### src/design/hts_pkg.sv
// Shared types and constants of the HTML tag strip filter.
`default_nettype none

package hts_pkg;

  // Depth of the pending whitespace buffer.
  localparam int PENDING_DEPTH = 32;
  // Pending bytes that may stay held while a partial entity match waits.
  localparam int PEND_CAP = (PENDING_DEPTH >= 4) ? (PENDING_DEPTH - 4) : 0;
  localparam int PCNT_W = $clog2(PENDING_DEPTH + 1);
  localparam int PPTR_W = (PENDING_DEPTH > 1) ? $clog2(PENDING_DEPTH) : 1;

  // Command queue between front and back; the depth is a power of two.
  localparam int CQ_DEPTH = 4;
  localparam int CQ_AW = $clog2(CQ_DEPTH);
  localparam int CQ_CW = $clog2(CQ_DEPTH + 1);

  // Characters that steer the front.
  localparam logic [7:0] CH_LT    = 8'h3C;
  localparam logic [7:0] CH_GT    = 8'h3E;
  localparam logic [7:0] CH_QUOTE = 8'h22;
  localparam logic [7:0] CH_AMP   = 8'h26;
  localparam logic [7:0] CH_NL    = 8'h0A;
  localparam logic [7:0] CH_SP    = 8'h20;

  typedef enum logic [1:0] {
    CMD_NOP,
    CMD_PUT,
    CMD_RESERVE
  } cmd_kind_t;

  // One command from the front to the back.
  typedef struct packed {
    cmd_kind_t   kind;
    logic [7:0]  ch;
    logic        item_end;
    logic        text_last;
  } cmd_t;

  // Position relative to markup tags.
  typedef enum logic [1:0] {
    TAG_OUT,
    TAG_IN,
    TAG_QUOTE
  } tag_mode_t;

  // Phases of the front.
  typedef enum logic [1:0] {
    FP_IDLE,
    FP_HELD1,
    FP_MAIN,
    FP_HELD2
  } front_phase_t;

  // States of the back.
  typedef enum logic [1:0] {
    BS_IDLE,
    BS_POP,
    BS_CHAR,
    BS_FIN
  } back_state_t;

  // Reason for taking bytes out of the pending buffer.
  typedef enum logic [1:0] {
    POP_SPILL1,
    POP_FLUSH,
    POP_RESV
  } pop_kind_t;

endpackage

`default_nettype wire

### src/design/hts_cmd_fifo.sv
// Short command queue between the front and the back.
`default_nettype none

module hts_cmd_fifo
  import hts_pkg::*;
(
  input  wire logic clk,
  input  wire logic rst_n,
  input  wire logic push_valid,
  output logic      push_ready,
  input  cmd_t      push_data,
  output logic      pop_valid,
  input  wire logic pop_ready,
  output cmd_t      pop_data
);

  cmd_t             q_r [CQ_DEPTH];
  logic [CQ_AW-1:0] wr_ptr_r, wr_ptr_nxt;
  logic [CQ_AW-1:0] rd_ptr_r, rd_ptr_nxt;
  logic [CQ_CW-1:0] cnt_r, cnt_nxt;
  logic             do_push, do_pop;

  // Handshake and pointer updates.
  always_comb begin
    push_ready = (cnt_r != CQ_CW'(CQ_DEPTH));
    pop_valid  = (cnt_r != '0);
    pop_data   = q_r[rd_ptr_r];
    do_push    = push_valid && push_ready;
    do_pop     = pop_valid && pop_ready;
    wr_ptr_nxt = do_push ? (wr_ptr_r + 1'b1) : wr_ptr_r;
    rd_ptr_nxt = do_pop ? (rd_ptr_r + 1'b1) : rd_ptr_r;
    cnt_nxt    = cnt_r;
    if (do_push && !do_pop) begin
      cnt_nxt = cnt_r + 1'b1;
    end else if (!do_push && do_pop) begin
      cnt_nxt = cnt_r - 1'b1;
    end
  end

  always_ff @(posedge clk) begin
    if (!rst_n) begin
      wr_ptr_r <= '0;
      rd_ptr_r <= '0;
      cnt_r    <= '0;
    end else begin
      wr_ptr_r <= wr_ptr_nxt;
      rd_ptr_r <= rd_ptr_nxt;
      cnt_r    <= cnt_nxt;
    end
  end

  // Queue storage.
  always_ff @(posedge clk) begin
    if (do_push) begin
      q_r[wr_ptr_r] <= push_data;
    end
  end

endmodule

`default_nettype wire

### src/design/hts_front.sv
// Front end: tag tracking, entity matching and command generation.
`default_nettype none

module hts_front
  import hts_pkg::*;
(
  input  wire logic       clk,
  input  wire logic       rst_n,
  input  wire logic       in_valid,
  output logic            in_ready,
  input  wire logic [7:0] in_byte,
  input  wire logic       in_last,
  output logic            cmd_valid,
  input  wire logic       cmd_ready,
  output cmd_t            cmd
);

  // Letter of the "&nbsp;" pattern at a given position.
  function automatic logic [7:0] entity_char(input logic [2:0] idx);
    logic [7:0] c;
    unique case (idx)
      3'd0:    c = 8'h26;
      3'd1:    c = 8'h6E;
      3'd2:    c = 8'h62;
      3'd3:    c = 8'h73;
      3'd4:    c = 8'h70;
      default: c = 8'h3B;
    endcase
    return c;
  endfunction

  // Byte k of a broken match: "&amp;" followed by the held pattern letters.
  function automatic logic [7:0] held_char(input logic [3:0] k);
    logic [7:0] c;
    unique case (k)
      4'd0:    c = 8'h26;
      4'd1:    c = 8'h61;
      4'd2:    c = 8'h6D;
      4'd3:    c = 8'h70;
      4'd4:    c = 8'h3B;
      4'd5:    c = 8'h6E;
      4'd6:    c = 8'h62;
      4'd7:    c = 8'h73;
      4'd8:    c = 8'h70;
      default: c = 8'h3B;
    endcase
    return c;
  endfunction

  front_phase_t phase_r, phase_nxt;
  tag_mode_t    tag_mode_r, tag_mode_nxt;
  logic [2:0]   match_len_r, match_len_nxt;
  logic [3:0]   k_r, k_nxt;
  logic [2:0]   held1_len_r, held2_len_r;
  cmd_kind_t    main_kind_r;
  logic [7:0]   main_ch_r;
  logic         held2_r, last_r;

  // Classification of the offered byte.
  tag_mode_t    tag_step;
  logic         feed, cont, broken, held2;
  logic [2:0]   ml_new;
  cmd_kind_t    kind_new;
  logic [7:0]   ch_new;
  logic         accept;
  logic         held1_done, held2_done;

  always_comb begin
    unique case (tag_mode_r)
      TAG_OUT:   tag_step = (in_byte == CH_LT) ? TAG_IN : TAG_OUT;
      TAG_QUOTE: tag_step = (in_byte == CH_QUOTE) ? TAG_IN : TAG_QUOTE;
      default: begin
        if (in_byte == CH_QUOTE) begin
          tag_step = TAG_QUOTE;
        end else if (in_byte == CH_GT) begin
          tag_step = TAG_OUT;
        end else begin
          tag_step = TAG_IN;
        end
      end
    endcase

    feed   = (tag_mode_r == TAG_OUT) && (in_byte != CH_LT);
    cont   = feed && (match_len_r != '0) && (in_byte == entity_char(match_len_r));
    broken = feed && (match_len_r != '0) && !cont;

    kind_new = CMD_NOP;
    ch_new   = in_byte;
    ml_new   = match_len_r;
    if (!feed) begin
      kind_new = CMD_NOP;
    end else if (cont) begin
      if (match_len_r == 3'd5) begin
        kind_new = CMD_PUT;
        ch_new   = CH_SP;
        ml_new   = '0;
      end else begin
        ml_new = match_len_r + 1'b1;
      end
    end else if (in_byte == CH_AMP) begin
      kind_new = CMD_RESERVE;
      ml_new   = 3'd1;
    end else begin
      kind_new = CMD_PUT;
      ch_new   = (in_byte == CH_NL) ? CH_SP : in_byte;
      ml_new   = '0;
    end
    held2 = in_last && (ml_new != '0);
  end

  // Phase register.
  always_ff @(posedge clk) begin
    if (!rst_n) begin
      phase_r     <= FP_IDLE;
      tag_mode_r  <= TAG_OUT;
      match_len_r <= '0;
    end else begin
      phase_r     <= phase_nxt;
      tag_mode_r  <= tag_mode_nxt;
      match_len_r <= match_len_nxt;
    end
  end

  // Details of the accepted request and the held-sequence counter.
  always_ff @(posedge clk) begin
    k_r <= k_nxt;
    if (accept) begin
      held1_len_r <= match_len_r;
      held2_len_r <= ml_new;
      main_kind_r <= kind_new;
      main_ch_r   <= ch_new;
      held2_r     <= held2;
      last_r      <= in_last;
    end
  end

  // Next phase and command output.
  always_comb begin
    in_ready      = (phase_r == FP_IDLE);
    accept        = in_valid && in_ready;
    phase_nxt     = phase_r;
    tag_mode_nxt  = tag_mode_r;
    match_len_nxt = match_len_r;
    k_nxt         = k_r;
    held1_done    = (k_r == ({1'b0, held1_len_r} + 4'd3));
    held2_done    = (k_r == ({1'b0, held2_len_r} + 4'd3));
    cmd_valid     = 1'b0;
    cmd.kind      = CMD_PUT;
    cmd.ch        = held_char(k_r);
    cmd.item_end  = 1'b0;
    cmd.text_last = last_r;

    unique case (phase_r)
      FP_IDLE: begin
        if (accept) begin
          tag_mode_nxt  = in_last ? TAG_OUT : tag_step;
          match_len_nxt = in_last ? 3'd0 : ml_new;
          k_nxt         = '0;
          phase_nxt     = broken ? FP_HELD1 : FP_MAIN;
        end
      end
      FP_HELD1: begin
        cmd_valid = 1'b1;
        if (cmd_ready) begin
          if (held1_done) begin
            k_nxt     = '0;
            phase_nxt = FP_MAIN;
          end else begin
            k_nxt = k_r + 1'b1;
          end
        end
      end
      FP_MAIN: begin
        cmd_valid    = 1'b1;
        cmd.kind     = main_kind_r;
        cmd.ch       = main_ch_r;
        cmd.item_end = !held2_r;
        if (cmd_ready) begin
          k_nxt     = '0;
          phase_nxt = held2_r ? FP_HELD2 : FP_IDLE;
        end
      end
      default: begin
        cmd_valid    = 1'b1;
        cmd.item_end = held2_done;
        if (cmd_ready) begin
          if (held2_done) begin
            phase_nxt = FP_IDLE;
          end else begin
            k_nxt = k_r + 1'b1;
          end
        end
      end
    endcase
  end

endmodule

`default_nettype wire

### src/design/hts_back.sv
// Back end: pending whitespace buffer, result hold stage and output register.
`default_nettype none

module hts_back
  import hts_pkg::*;
(
  input  wire logic clk,
  input  wire logic rst_n,
  input  wire logic cmd_valid,
  output logic      cmd_ready,
  input  cmd_t      cmd,
  output logic      out_valid,
  input  wire logic out_ready,
  output logic [7:0] out_byte,
  output logic      out_has_byte,
  output logic      out_run_end,
  output logic      out_text_end,
  output logic      out_spill
);

  // C-locale whitespace: space and tab through carriage return.
  function automatic logic is_ws(input logic [7:0] c);
    return (c == 8'h20) || ((c >= 8'h09) && (c <= 8'h0D));
  endfunction

  function automatic logic [PPTR_W-1:0] ptr_inc(input logic [PPTR_W-1:0] p);
    logic [PPTR_W-1:0] q;
    if (p == PPTR_W'(PENDING_DEPTH - 1)) begin
      q = '0;
    end else begin
      q = p + 1'b1;
    end
    return q;
  endfunction

  back_state_t       state_r, state_nxt;
  cmd_t              cmd_r, cmd_nxt;
  pop_kind_t         pop_kind_r, pop_kind_nxt;
  logic              seen_r, seen_nxt;
  logic [PCNT_W-1:0] cnt_r, cnt_nxt;
  logic [PPTR_W-1:0] head_r, head_nxt;
  logic [PPTR_W-1:0] tail_r, tail_nxt;
  logic              hold_valid_r, hold_valid_nxt;
  logic [7:0]        hold_byte_r, hold_byte_nxt;
  logic              hold_spill_r, hold_spill_nxt;
  logic              out_valid_r, out_valid_nxt;
  logic [7:0]        out_byte_r, out_byte_nxt;
  logic              out_has_r, out_has_nxt;
  logic              out_run_r, out_run_nxt;
  logic              out_text_r, out_text_nxt;
  logic              out_spill_r, out_spill_nxt;
  logic              out_load;

  // Pending buffer memory.
  logic [7:0]        mem [PENDING_DEPTH];
  logic [7:0]        rd_data_r;
  logic              mem_we, rd_en;
  logic [PPTR_W-1:0] mem_waddr, rd_addr;
  logic [7:0]        mem_wdata;

  // Work requests inside a state.
  logic       do_emit, do_fin, do_direct, do_clear;
  logic [7:0] emit_byte;
  logic       emit_spill;
  logic       out_free, emit_ok, fin_ok;
  logic       ws_in;

  always_ff @(posedge clk) begin
    if (mem_we) begin
      mem[mem_waddr] <= mem_wdata;
    end
    if (rd_en) begin
      rd_data_r <= mem[rd_addr];
    end
  end

  // State and command execution.
  always_comb begin
    out_free   = !out_valid_r || out_ready;
    emit_ok    = !hold_valid_r || out_free;
    fin_ok     = (!hold_valid_r && !cmd_r.text_last) || out_free;
    cmd_ready  = (state_r == BS_IDLE);
    ws_in      = is_ws(cmd.ch);

    state_nxt    = state_r;
    cmd_nxt      = cmd_r;
    pop_kind_nxt = pop_kind_r;
    seen_nxt     = seen_r;
    cnt_nxt      = cnt_r;
    head_nxt     = head_r;
    tail_nxt     = tail_r;
    mem_we       = 1'b0;
    mem_waddr    = tail_r;
    mem_wdata    = cmd_r.ch;
    rd_en        = 1'b0;
    rd_addr      = head_r;
    do_emit      = 1'b0;
    do_fin       = 1'b0;
    do_direct    = 1'b0;
    do_clear     = 1'b0;
    emit_byte    = rd_data_r;
    emit_spill   = 1'b0;

    unique case (state_r)
      BS_IDLE: begin
        if (cmd_valid) begin
          cmd_nxt = cmd;
          // Default: nothing to emit, finish the request if needed.
          if (cmd.item_end && (hold_valid_r || cmd.text_last)) begin
            state_nxt = BS_FIN;
          end
          unique case (cmd.kind)
            CMD_PUT: begin
              if (ws_in) begin
                if (seen_r && (cnt_r == PCNT_W'(PENDING_DEPTH))) begin
                  rd_en        = 1'b1;
                  pop_kind_nxt = POP_SPILL1;
                  state_nxt    = BS_POP;
                end else if (seen_r) begin
                  mem_we    = 1'b1;
                  mem_wdata = cmd.ch;
                  tail_nxt  = ptr_inc(tail_r);
                  cnt_nxt   = cnt_r + 1'b1;
                end
              end else if (cnt_r != '0) begin
                rd_en        = 1'b1;
                pop_kind_nxt = POP_FLUSH;
                state_nxt    = BS_POP;
              end else begin
                state_nxt = BS_CHAR;
              end
            end
            CMD_RESERVE: begin
              if (cnt_r > PCNT_W'(PEND_CAP)) begin
                rd_en        = 1'b1;
                pop_kind_nxt = POP_RESV;
                state_nxt    = BS_POP;
              end
            end
            default: begin
            end
          endcase
        end
      end
      BS_POP: begin
        // Emit the oldest pending byte, read earlier through the registered read port.
        if (emit_ok) begin
          do_emit    = 1'b1;
          emit_byte  = rd_data_r;
          emit_spill = (pop_kind_r != POP_FLUSH);
          head_nxt   = ptr_inc(head_r);
          cnt_nxt    = cnt_r - 1'b1;
          rd_addr    = ptr_inc(head_r);
          unique case (pop_kind_r)
            POP_SPILL1: begin
              mem_we    = 1'b1;
              mem_wdata = cmd_r.ch;
              tail_nxt  = ptr_inc(tail_r);
              cnt_nxt   = cnt_r;
              state_nxt = cmd_r.item_end ? BS_FIN : BS_IDLE;
            end
            POP_FLUSH: begin
              if (cnt_r > PCNT_W'(1)) begin
                rd_en = 1'b1;
              end else begin
                state_nxt = BS_CHAR;
              end
            end
            default: begin
              if (cnt_r > PCNT_W'(PEND_CAP + 1)) begin
                rd_en = 1'b1;
              end else begin
                state_nxt = cmd_r.item_end ? BS_FIN : BS_IDLE;
              end
            end
          endcase
        end
      end
      BS_CHAR: begin
        // A lone result of the request goes straight to the output register.
        if (cmd_r.item_end && !hold_valid_r) begin
          if (out_free) begin
            do_direct = 1'b1;
            seen_nxt  = 1'b1;
            do_clear  = cmd_r.text_last;
            state_nxt = BS_IDLE;
          end
        end else if (emit_ok) begin
          do_emit   = 1'b1;
          emit_byte = cmd_r.ch;
          seen_nxt  = 1'b1;
          state_nxt = cmd_r.item_end ? BS_FIN : BS_IDLE;
        end
      end
      default: begin
        if (fin_ok) begin
          do_fin    = 1'b1;
          do_clear  = cmd_r.text_last;
          state_nxt = BS_IDLE;
        end
      end
    endcase

    // End of text: drop leading-space state and trailing whitespace.
    if (do_clear) begin
      seen_nxt = 1'b0;
      cnt_nxt  = '0;
      head_nxt = '0;
      tail_nxt = '0;
    end
  end

  // Hold stage and output register.
  always_comb begin
    hold_valid_nxt = hold_valid_r;
    hold_byte_nxt  = hold_byte_r;
    hold_spill_nxt = hold_spill_r;
    out_load       = 1'b0;
    out_byte_nxt   = hold_byte_r;
    out_has_nxt    = 1'b1;
    out_run_nxt    = 1'b0;
    out_text_nxt   = 1'b0;
    out_spill_nxt  = hold_spill_r;

    if (do_emit) begin
      out_load       = hold_valid_r;
      hold_valid_nxt = 1'b1;
      hold_byte_nxt  = emit_byte;
      hold_spill_nxt = emit_spill;
    end else if (do_fin) begin
      out_load     = 1'b1;
      out_run_nxt  = 1'b1;
      out_text_nxt = cmd_r.text_last;
      if (hold_valid_r) begin
        hold_valid_nxt = 1'b0;
      end else begin
        out_byte_nxt  = '0;
        out_has_nxt   = 1'b0;
        out_spill_nxt = 1'b0;
      end
    end else if (do_direct) begin
      out_load      = 1'b1;
      out_byte_nxt  = cmd_r.ch;
      out_run_nxt   = 1'b1;
      out_text_nxt  = cmd_r.text_last;
      out_spill_nxt = 1'b0;
    end

    out_valid_nxt = out_load || (out_valid_r && !out_ready);
  end

  always_ff @(posedge clk) begin
    if (!rst_n) begin
      state_r      <= BS_IDLE;
      seen_r       <= 1'b0;
      cnt_r        <= '0;
      head_r       <= '0;
      tail_r       <= '0;
      hold_valid_r <= 1'b0;
      out_valid_r  <= 1'b0;
    end else begin
      state_r      <= state_nxt;
      seen_r       <= seen_nxt;
      cnt_r        <= cnt_nxt;
      head_r       <= head_nxt;
      tail_r       <= tail_nxt;
      hold_valid_r <= hold_valid_nxt;
      out_valid_r  <= out_valid_nxt;
    end
  end

  always_ff @(posedge clk) begin
    cmd_r        <= cmd_nxt;
    pop_kind_r   <= pop_kind_nxt;
    hold_byte_r  <= hold_byte_nxt;
    hold_spill_r <= hold_spill_nxt;
    if (out_load) begin
      out_byte_r  <= out_byte_nxt;
      out_has_r   <= out_has_nxt;
      out_run_r   <= out_run_nxt;
      out_text_r  <= out_text_nxt;
      out_spill_r <= out_spill_nxt;
    end
  end

  assign out_valid    = out_valid_r;
  assign out_byte     = out_byte_r;
  assign out_has_byte = out_has_r;
  assign out_run_end  = out_run_r;
  assign out_text_end = out_text_r;
  assign out_spill    = out_spill_r;

endmodule

`default_nettype wire

### src/design/html_tag_strip_filter_unit.sv
// Top level of the HTML tag strip filter: front, command queue and back.
//
//   Channel | Ports                                     | Moves
//   in      | in_valid, in_ready, in_byte, in_last      | one raw text byte per request
//   out     | out_valid, out_ready, out_byte,           | one cleaned result per request
//           | out_has_byte, out_run_end, out_text_end,  |
//           | out_spill                                 |
//
// The front takes a byte and then writes 1 to 15 commands into the queue,
// one a cycle while the queue has room, and takes no new byte until the last
// is written; a broken entity match adds the escaped held sequence, and so
// does an entity open at text end. The back flushes or spills held whitespace
// bytes through the registered read port of the pending buffer and takes no
// new command until it is done. A stalled output register stops the back, a
// full queue stops the front. Synchronous reset clears all control state; the
// pending buffer needs no clearing pass.
`default_nettype none

module html_tag_strip_filter_unit
  import hts_pkg::*;
(
  input  wire logic       clk,
  input  wire logic       rst_n,
  input  wire logic       in_valid,
  output logic            in_ready,
  input  wire logic [7:0] in_byte,
  input  wire logic       in_last,
  output logic            out_valid,
  input  wire logic       out_ready,
  output logic [7:0]      out_byte,
  output logic            out_has_byte,
  output logic            out_run_end,
  output logic            out_text_end,
  output logic            out_spill
);

  logic fc_valid, fc_ready;
  cmd_t fc_cmd;
  logic bc_valid, bc_ready;
  cmd_t bc_cmd;

  hts_front u_front (
    .clk       (clk),
    .rst_n     (rst_n),
    .in_valid  (in_valid),
    .in_ready  (in_ready),
    .in_byte   (in_byte),
    .in_last   (in_last),
    .cmd_valid (fc_valid),
    .cmd_ready (fc_ready),
    .cmd       (fc_cmd)
  );

  hts_cmd_fifo u_queue (
    .clk        (clk),
    .rst_n      (rst_n),
    .push_valid (fc_valid),
    .push_ready (fc_ready),
    .push_data  (fc_cmd),
    .pop_valid  (bc_valid),
    .pop_ready  (bc_ready),
    .pop_data   (bc_cmd)
  );

  hts_back u_back (
    .clk          (clk),
    .rst_n        (rst_n),
    .cmd_valid    (bc_valid),
    .cmd_ready    (bc_ready),
    .cmd          (bc_cmd),
    .out_valid    (out_valid),
    .out_ready    (out_ready),
    .out_byte     (out_byte),
    .out_has_byte (out_has_byte),
    .out_run_end  (out_run_end),
    .out_text_end (out_text_end),
    .out_spill    (out_spill)
  );

endmodule

`default_nettype wire
### config.mk
export PLATFORM = sky130hd
export DESIGN_NAME = html_tag_strip_filter_unit
export DESIGN_NICKNAME = d
export VERILOG_FILES = /design/src/design/hts_pkg.sv /design/src/design/hts_cmd_fifo.sv /design/src/design/hts_front.sv /design/src/design/hts_back.sv /design/src/design/html_tag_strip_filter_unit.sv
export SDC_FILE = /design/constraint.sdc
export NUM_CORES = 1
export LEC_CHECK = 0
export CORE_MARGIN = 10
export CORE_UTILIZATION = 55
export CTS_CLUSTER_SIZE = 28
export DETAILED_ROUTE_END_ITERATION = 6
export DONT_BUFFER_PORTS = 1
export HOLD_SLACK_MARGIN = 0.15
export PLACE_DENSITY = 0.7
export SKIP_LAST_GASP = 1
export SYNTH_ARGS = -nofsm -noshare
export SYNTH_HDL_FRONTEND = slang
export SYNTH_SLANG_ARGS = --single-unit
export TNS_END_PERCENT = 10
### constraint.sdc
create_clock -name clk -period 4.5 [get_ports clk]
set_input_delay 0.225 -clock clk [delete_from_list [all_inputs] [get_ports clk]]
set_output_delay 0.225 -clock clk [all_outputs]
set_load 0.01 [all_outputs]
# After elaboration in Yosys (flattened, before gate mapping)
# Memories as Yosys holds them, arrays and structs flattened. A register that Yosys moved wholly into a read port is not among the register bits.
# Index checks and enable logic that the tools add are counted.
[word_totals]
n_memories = 3
latchBits = 0
output_inout_bits = 14
rom_bits = 96
mem_bits_rw = 304
ff_bits = 90
[op_classes]
shifts = 0
n_bitwise = 2
n_reduce_logical = 62
div_mod_pow = 0
order_cmp = 5
mul = 0
eq_ne = 49
add_sub_neg = 12
mux = 149
[memory_table]
columns = ["memory", "depth", "width", "rd", "rd_ports_with_merged_regs", "wr", "line", "rtl"]
rows = [
  ["u_back.mem", 32, 8, 1, 1, 1, "hts_back.sv:55", "logic [7:0] mem [PENDING_DEPTH];"],
  ["(name not given)", 16, 6, 1, 1, 0, "hts_front.sv:35", "unique case (k)"],
  ["u_queue.q_r", 4, 12, 1, 1, 1, "hts_cmd_fifo.sv:17", "cmd_t q_r [CQ_DEPTH];"],
]
[ops]
columns = ["cell", "count"]
rows = [
  ["8-bit 2-to-1 mux", 18],
  ["2-bit 2-to-1 mux", 33],
  ["5-bit 2-to-1 mux", 11],
  ["1-bit 2-to-1 mux", 49],
  ["6-bit 2-to-1 mux", 7],
  ["8-bit by 6-bit == test with 1-bit output, second input constant", 5],
  ["7-bit case mux with 5 select lines", 1],
  ["4-bit 2-to-1 mux", 7],
  ["3-bit 2-to-1 mux", 6],
  ["2-bit by 1-bit != test with 1-bit output, second input constant", 9],
  ["1-bit logical AND", 16],
  ["2-bit case mux with 2 select lines", 4],
  ["8-bit AND reduction", 2],
  ["1-bit case mux with 2 select lines", 7],
  ["6-bit by 5-bit > comparator with 1-bit output, second input constant", 2],
  ["2-bit != test, second input constant", 6],
  ["2-bit case mux with 3 select lines", 2],
  ["4-bit case mux with 3 select lines", 1],
  ["6-bit case mux with 2 select lines", 1],
  ["6-bit AND reduction", 2],
  ["2-bit nonzero test", 6],
  ["5-bit by 1-bit adder with 5-bit output, second input constant", 2],
  ["5-bit == test, second input constant", 2],
  ["10-bit 2-to-1 mux", 1],
  ["39 further kinds", 79],
]

# Logic depth before layout (Yosys ltp)
# Gate-level depths: netlist of the first run.
[depth]
word_depth = 9
ltp_mapped = 13

# Modules after synthesis
# A second synthesis of the first run with hierarchy kept.
[hier_totals]
cells_unflattened = 1316
area_unflattened_um2 = 18161.2
[by_module_without_submodules]
columns = ["mod", "seq_area_each_um2", "area_each_um2", "cells_each", "instances"]
rows = [
  ["hts_back", 9339.0, 13583.0, 959, 1],
  ["hts_front", 920.9, 2343.5, 247, 1],
  ["hts_cmd_fifo", 1621.6, 2234.6, 110, 1],
]

# Least setup slack after synthesis of the first run
# OpenSTA, ideal clock, no wires.
[synth_timing]
path_type = "register -> register"
startpoint = "register with a tool-made name"
endpoint = "register u_back.rd_data_r[0], read port of u_back.mem, enable pin"
n_path_buf = 1
arrival_time_ps = 2955
period_less_slack_ps = 3339
slack_ps = 1161
path_stages_with_launch = 8
setup_time_ps = 384
cell_sequence = "dfxtp_1 -> buf_6 -> mux4_2 -> or3_4 -> or4_2 -> nand3_1 -> o21ai_0 -> o21ai_0"
[synth_lines]
columns = ["item", "line", "rtl"]
rows = [
  ["end, declared", "hts_back.sv:56", "logic [7:0] rd_data_r;"],
]

==> metrics.md, run 1 <==
| Metric | Value |
|---|---|
| Tot GR Track Use | approximately a fifth |
| Fin util | a little over 60% |
| Area share of the leading cell type in the synthesized netlist | a little over three fifths |
| First-pass iteration count of the detailed router | 5 |
| Unrepaired setup endpoints after global routing | no |
| Warning count from the yosys run | 0 |
| Largest family of logic cells by synthesized area | multiplexers |
| Post-Synthesis Cells | 1,132 |
| Pleak | approximately 6.5 nW |
| Sequential share of the synthesized area | 67.4% |
| Synth async-reset ratio | 0% |
| Largest area contributor in the netlist | edfxtp_1 |
| Rows | 65 |
| Inserted Clock Buffers | 42 |
| Fillers | approximately 2,300 |
| Fraction of layout cells with a size suffix above 1 | between 15 and 20% |
| H-tree depth | 2 |
| Root buffer cell | clkbuf_16 |
| Area after DPL | roughly 18,000 um2 |
| Setup Skew | 17.4 ps |
| Post-Synth Adder-Cell Area | roughly 2.6% |
| First-pass GRT wire length | slightly below 60 mm |
| Fin crit share | between 80% and 90% |
| Max Slew Vio Count | 0 |
| Clock Sinks | between 400 and 500 |
| IO buf count | 0 |
| R2R depth | 8 |
| Remaining antenna violation count | 0 |
| Fmax | around 260 MHz |
| P&R area growth vs syn | 11.6% |
| Top Ports | 27 |
| Detailed placer's ending HPWL | 24.8 mm |
| Global route total overflow | 0 |
| Cell variety after synth | 73 |
| Mux share of post-synthesis cell area | between 10% and 20% |
| DRC viols | 0 |
| Number of enable flip-flop cells after synthesis | between 300 and 400 |
| Final cell count without fillers | about 1,600 |
| Nets@finish | between 1,000 and 1,500 |
| Die Ht | about 200 um |
| Setup crit end kind | register |
| Worst vdd ir | between 300 and 400 uV |
| Clk Latency, worst-skew pair | ~550 ps |
| Vias in the first global route | just under 10,000 |
| Worst-Margin Slew | around 1100 ps |
| Starting Density | a little under three fifths |
| Post-synthesis simple-gate area fraction | under 10% |
| Largest net degree at the start of global routing | a little under 50 |
| CP required | about 4700 ps |
| Status | finished, final reports clean |
| MaxCap Viol Count | 0 |
| Synth Flop Type | edfxtp_1 |
| Vias/cell | ~6.3 |
| Gpl congestion | 0.891 |
| Longest Clk Path Bufs | 3 |
| Final instance area | a little under 20,000 um2 |
| CP Data Arrival Time | about 4000 ps |
| Critical path peak fanout | 8 |
| Syn_nets | roughly 1,200 |
| Final WL | around 39 mm |
| Post-layout minimum cycle time | 3800 ps |
| ANT cells | 0 |
| Synth Cell Area | between 15,000 and 20,000 um2 |
| Worst slew margin | ~28% |
| Initial DRC Count | approximately 1,100 |
| Initial antenna violation count | 1 |
| CTS tree | built |
| Startpoint Class | register |
| PwrDens | just under 600 nW/um2 |
| Clock transition at path regs | ~60 ps |
| Final Hold Viols | 0 |
| Worst hold stages | 5 |
| Avg Cell Area, Syn | 15.6 um2 |
| Synth Area in Compound Gates | 7.38% |
| Synth Register Bits | 410 |
| Core Area | 31,600 um2 |
| Die area | 39,600 um2 |
| Crit Path Class | register to register |
| Dpl cells | approximately 1,500 |
| Die width | 199 um |
| Avg WL per Cell | between 20 and 25 um |
| Final setup viols | 0 |
| Main area contributors after synthesis | edfxtp_1 63%, mux4_2 8.9%, dfxtp_1 4.9% |
| Tot Pwr | around 11 mW |
| Synth Area in XOR/XNOR | less than 1% |
| Worst hold path class | primary input to register |
| Vias | 10,114 |
| Gates resized, CTS repair | 0 |
| Post-Route Setup TNS | 0 ps |
==> cells by family (layout without fill, tap and decap cells) <==
| family | after synthesis | count (layout) |
|---|---|---|
| adders and majority gates | 36 | 36 |
| DFF | 410 | 410 |
| AOI/OAI and AO/OA | 189 | 189 |
| xor gates and xnor gates | 15 | 15 |
| buffers and inverters | 88 | 159 |
| muxes | 104 | 104 |
| and+or+nand+nor | 290 | 290 |
==> Yosys cell counts (all sizes together), types with 12 or more instances <==
| master | number |
|---|---|
| edfxtp | 367 |
| nor2 | 88 |
| mux4 | 76 |
| nand2 | 63 |
| dfxtp | 43 |
| inv | 39 |
| a21oi | 36 |
| ha | 35 |
| o21ai | 34 |
| o22ai | 34 |
| clkbuf | 29 |
| mux2 | 21 |
| nand3 | 21 |
| buf | 18 |
| nor3 | 15 |
| nor4 | 15 |
| or3 | 14 |
| nand2b | 13 |
| and2 | 12 |
==> critical path: stages (launching register included) <==
cell and delay, ps:
dfxtp_1 500, buf_4 260, mux4_2 560, or4b_4 510, a211oi_2 260, o21ai_2 110, nand2_1 140, nand2_1 390
nor2_1 700
==> metrics by stage <==
| stage | hold slack (ps) | worst slack, ps |
|---|---|---|
| global placement | 324 | 782 |
| CTS | 154 | 703 |
| global route | 186 | 443 |
| detailed placement | 324 | 732 |
| floorplan | 324 | 1160 |
| finish | 176 | 704 |
==> power breakdown <==
group / switching [mW] / internal [mW] / total (mW)
Combinational: 1.73 / 1.09 / 2.82
Clock: 1.44 / 1.91 / 3.35
Sequential: 0.230 / 4.94 / 5.17
==> cell type report <==
cell class | count | area [um2] | area share, %
clock buffer | 47 | 1070 | 5.44
clock inverter | 29 | 264 | 1.34
inverter | 41 | 154 | 0.782
multi-input combinational | 634 | 5410 | 27.5
sequential | 410 | 11900 | 60.4
tap | 402 | 503 | 2.56
timing repair buffer | 42 | 395 | 2.01
==> routing by layer <==
| metal | track usage, % | wire length [um] |
|---|---|---|
| met1 | 28.7 | 16900 |
| met2 | 30.0 | 17500 |
| met3 | 3.68 | 3110 |
| met4 | 6.50 | 1110 |
| met5 | 0 | 0 |
==> sequential cells by signal, summed over array words and instances, names as in the netlist, 4 cells and up, named ones only <==
signal and cells:
u_back.cmd_r 10, u_back.out_byte 8, u_back.cnt_r 6, u_back.head_r 5, u_front.main_ch_r 8, u_back.hold_byte_r 8
u_back.rd_data_r 8, u_back.mem 256, u_queue.q_r 48, u_back.mem_waddr 5, u_front.k_r 4
==> cell usage in the layout, fill, tap and decap left out, types with 12 or more instances in the layout <==
cell type and n:
edfxtp_1 367, nor2_1 88, mux4_2 70, nand2_1 62
dfxtp_1 43, clkbuf_16 42, inv_1 39, a21oi_1 35
ha_1 35, o22ai_1 34, o21ai_0 30, buf_4 26
nand3_1 21, mux2_2 21, nor3_1 15, nor4_1 14
nand2b_1 13, or3_1 13, dlygate4sd3_1 12
==> final timing paths <==
path	from	endpoint	slack (ps)
setup / recovery	register	u_back.mem[31][4]$_DFFE_PP_	700
hold / removal	in_byte[1]	u_front.tag_mode_r[0]$_SDFFE_PN0P_	180
setup reg to reg	register	u_back.mem[31][4]$_DFFE_PP_	700
hold reg to reg	u_back.seen_r$_SDFFE_PP0P_	u_back.seen_r$_SDFFE_PP0P_	520
==> timing repair <==
item | in CTS | in global routing
endpoints found under the hold margin | 32 | 0
buffers inserted | 0 | 0
endpoints found under the setup margin | 0 | 0
hold buffers | 12 | 0
Note: power is estimated with default switching activity, not from simulation.
==> inputs of run 2 (changes only) <==
==> constraint.sdc (replaced) <==
create_clock -name clk -period 3.8 [get_ports clk]
set_input_delay 0.19 -clock clk [delete_from_list [all_inputs] [get_ports clk]]
set_output_delay 0.19 -clock clk [all_outputs]
set_load 0.01 [all_outputs]
==> run 2 against run 1 <==
Net effect: clock skew down 2.8 ps; critical path depth unchanged; global-route usage fell by 0.82 points; routed wire length down 2.0%; flip-flop and latch count unchanged; design area is 0.66% higher; clock-buffer cell count is 11 higher; via count up 0.83%; highest routed layer is now met5.
==> metrics.md, run 2 (synthesis results as in run 1) <==
| Metric | Value |
|---|---|
| CP required | 4020 ps (-650 ps) |
| Commonest non-fill, non-tap cells in the layout | 367 x edfxtp_1, 88 x nor2_1, 70 x mux4_2 |
| Die area | 39,600 um2 (unchanged) |
| Commonest non-fill, non-tap cell in the layout | edfxtp_1 |
| Unrepaired setup endpoints after global routing | no |
| DRC viols | 0 (unchanged) |
| Rows | 65 (unchanged) |
| Clock Sinks | 410 (unchanged) |
| Longest Clk Path Bufs | 3 (unchanged) |
| CP Data Arrival Time | 3820 ps (-140 ps) |
| # Post-CTS Setup Buffers | 0 (unchanged) |
| Clock transition at path regs | 50 ps (about the same) |
| Crit Path Class | register to register |
| Clk Latency, worst-skew pair | 520 ps (-30 ps) |
| CTS Hold Bufs | 12 (unchanged) |
| Setup crit end kind | register |
| Vias | 10,198 (+0.83%) |
| Worst path cell trace | mux4_1 -> or4b_4 -> a211oi_2 -> o21ai_2 -> nand2_1 -> nand2_1 -> nor2_1 -> buf_4 |
| Fraction of layout cells with a size suffix above 1 | 18.7% (+1.3 points) |
| Fmax | 277 MHz (+5.2%) |
| Die Ht | 199 um (unchanged) |
| P&R area growth vs syn | 12.4% |
| Hold Slack | 176 ps (-0.850 ps) |
| R2R depth | 8 (unchanged) |
| Top Ports | 27 (unchanged) |
| Tot GR Track Use | 19.1% (-0.82 points) |
| Slowest stage delay, CP | 730 ps (+30 ps) |
| Detailed placer's ending HPWL | 24.8 mm (-0.29%) |
| CTS tree | built |
| Worst R2R Setup Slack | 190 ps (-510 ps) |
| Post-Route Setup TNS | 0 ps (unchanged) |
| Inserted Clock Buffers | 41 (-2.4%) |
| Tot Pwr | 13.2 mW (+16%) |
| Avg WL per Cell | 23.2 um (-3.7%) |
| Remaining antenna violation count | 0 (unchanged) |
| PwrDens | 665 nW/um2 (+15%) |
| Startpoint Class | register |
| MaxCap Viol Count | 0 (unchanged) |
| Initial antenna violation count | 1 (unchanged) |
| Top reg by flops | u_back.mem |
| CP most frequent cell | nand2_1 |
| Dpl cells | 1,552 (+2.3%) |
| Largest net degree at the start of global routing | 66 (+35%) |
| First-pass GRT wire length | 57.7 mm (-3.2%) |
| Global route total overflow | 0 (unchanged) |
| Vias/cell | 6.24 (-0.90%) |
| Die width | 199 um (unchanged) |
| Nets@finish | 1,254 (+2.8%) |
| Worst hold path class | primary input to register |
| Max Slew Vio Count | 0 (unchanged) |
| Vias in the first global route | 9,827 (+1.3%) |
| Critical path peak fanout | 11 (+3) |
| Final WL | 37.8 mm (-2.0%) |
| Post-layout minimum cycle time | 3610 ps (-189 ps) |
| Final setup viols | 0 (unchanged) |
| First-pass iteration count of the detailed router | 6 (+1) |
| Gpl congestion | 0.899 (+0.91%) |
| Worst-Margin Slew | 838 ps (-240 ps) |
| Worst hold stages | 3 (-2) |
| Setup Skew | 14.7 ps (-2.77 ps) |
| H-tree depth | 2 (unchanged) |
| Registers with the most flip-flops | u_back.mem x256, u_queue.q_r x48, u_back.cmd_r x10 |
| IO buf count | 0 (unchanged) |
| ANT cells | 0 (unchanged) |
| Starting Density | 55.8% (unchanged) |
| Max reg flops | 256 (unchanged) |
| Pleak | 6.65 nW (+1.7%) |
| Worst Hold Path EP | u_front.main_ch_r[1]$_DFFE_PP_ |
| HP Start | in_byte[4] |
| Worst vdd ir | 378 uV (+15%) |
| Root buffer cell | clkbuf_16 |
| Worst slew margin | 44.2% (+16 points) |
| Final Hold Viols | 0 (unchanged) |
| Status | finished, final reports clean |
| Fin util | 62.8% (+0.41 points) |
| Gates resized, CTS repair | 0 (unchanged) |
| Final cell count without fillers | 1,633 (+1.7%) |
| Worst flop-to-flop path endpoint | u_back.mem[18][1]$_DFFE_PP_ |
| Core Area | 31,600 um2 (unchanged) |
| Slowest cell on crit path | mux4_1 |
| Initial DRC Count | 1,032 (-3.9%) |
| Fin crit share | 94.9% (+11 points) |
## run 2: cell types whose count changed in the layout (fill, tap and decap cells not counted), sizes merged
cell	previous run	this run
clkinvlp	3	2
clkbuf	47	58
inv	43	39
clkinv	21	10
bufinv	3	1
buf	30	65
## run 2: critical path, delay by kind of cell (launching register included)
family                 cells  cell delay (ps)
multiplexers               1              730
AO/OA/AOI/OAI              2              460
buffers and inverters      1              210
AND/OR/NAND/NOR            4             1370
flip-flops                 1              530
## run 2: layout make-up
| class | count | area (um2) |
|---|---|---|
| sequential | 410 | 11900 |
| fill | 2235 | 11800 |
| multi-input combinational | 634 | 5410 |
| clock buffer | 58 | 1120 |
| timing repair buffer | 77 | 658 |
| tap | 402 | 503 |
| inverter | 41 | 154 |
| clock inverter | 11 | 80.1 |
## run 2: layer usage
metal	vias to the layer above	share of wire [%]	global-route usage (%)	wire length, um
met5	-	0.034	0	13
met3	62	7.8	3.53	2970
met2	411	46	28.8	17300
li1	4628	-	-	-
met1	5095	44	27.6	16600
met4	2	2.4	5.79	903
## run 2: power breakdown
part | internal, mW | total, mW | switching [mW]
sequential | 5.85 | 6.11 | 0.263
clock | 2.11 | 3.68 | 1.57
combinational | 1.35 | 3.38 | 2.03
## run 2: worst max path at each step
stage / slack (ps) / end / cells past startpoint
after global placement: 320 / u_back.mem[16][7]$_DFFE_PP_ / 8
after CTS: 200 / u_back.mem[22][7]$_DFFE_PP_ / 8
after detailed placement: 230 / u_back.mem[22][7]$_DFFE_PP_ / 8
after global routing: 20 / u_back.mem[28][5]$_DFFE_PP_ / 9
after floorplan: 460 / u_back.rd_data_r[0]$_DFFE_PP_ / 7
final: 190 / u_back.mem[18][1]$_DFFE_PP_ / 8
## run 2: through the flow
step,setup slack [ps],cell area (um2)
floorplan,461,17600
global placement,316,18500
detailed placement,231,18500
CTS,199,19800
global route,16.0,19800
finish,193,19800
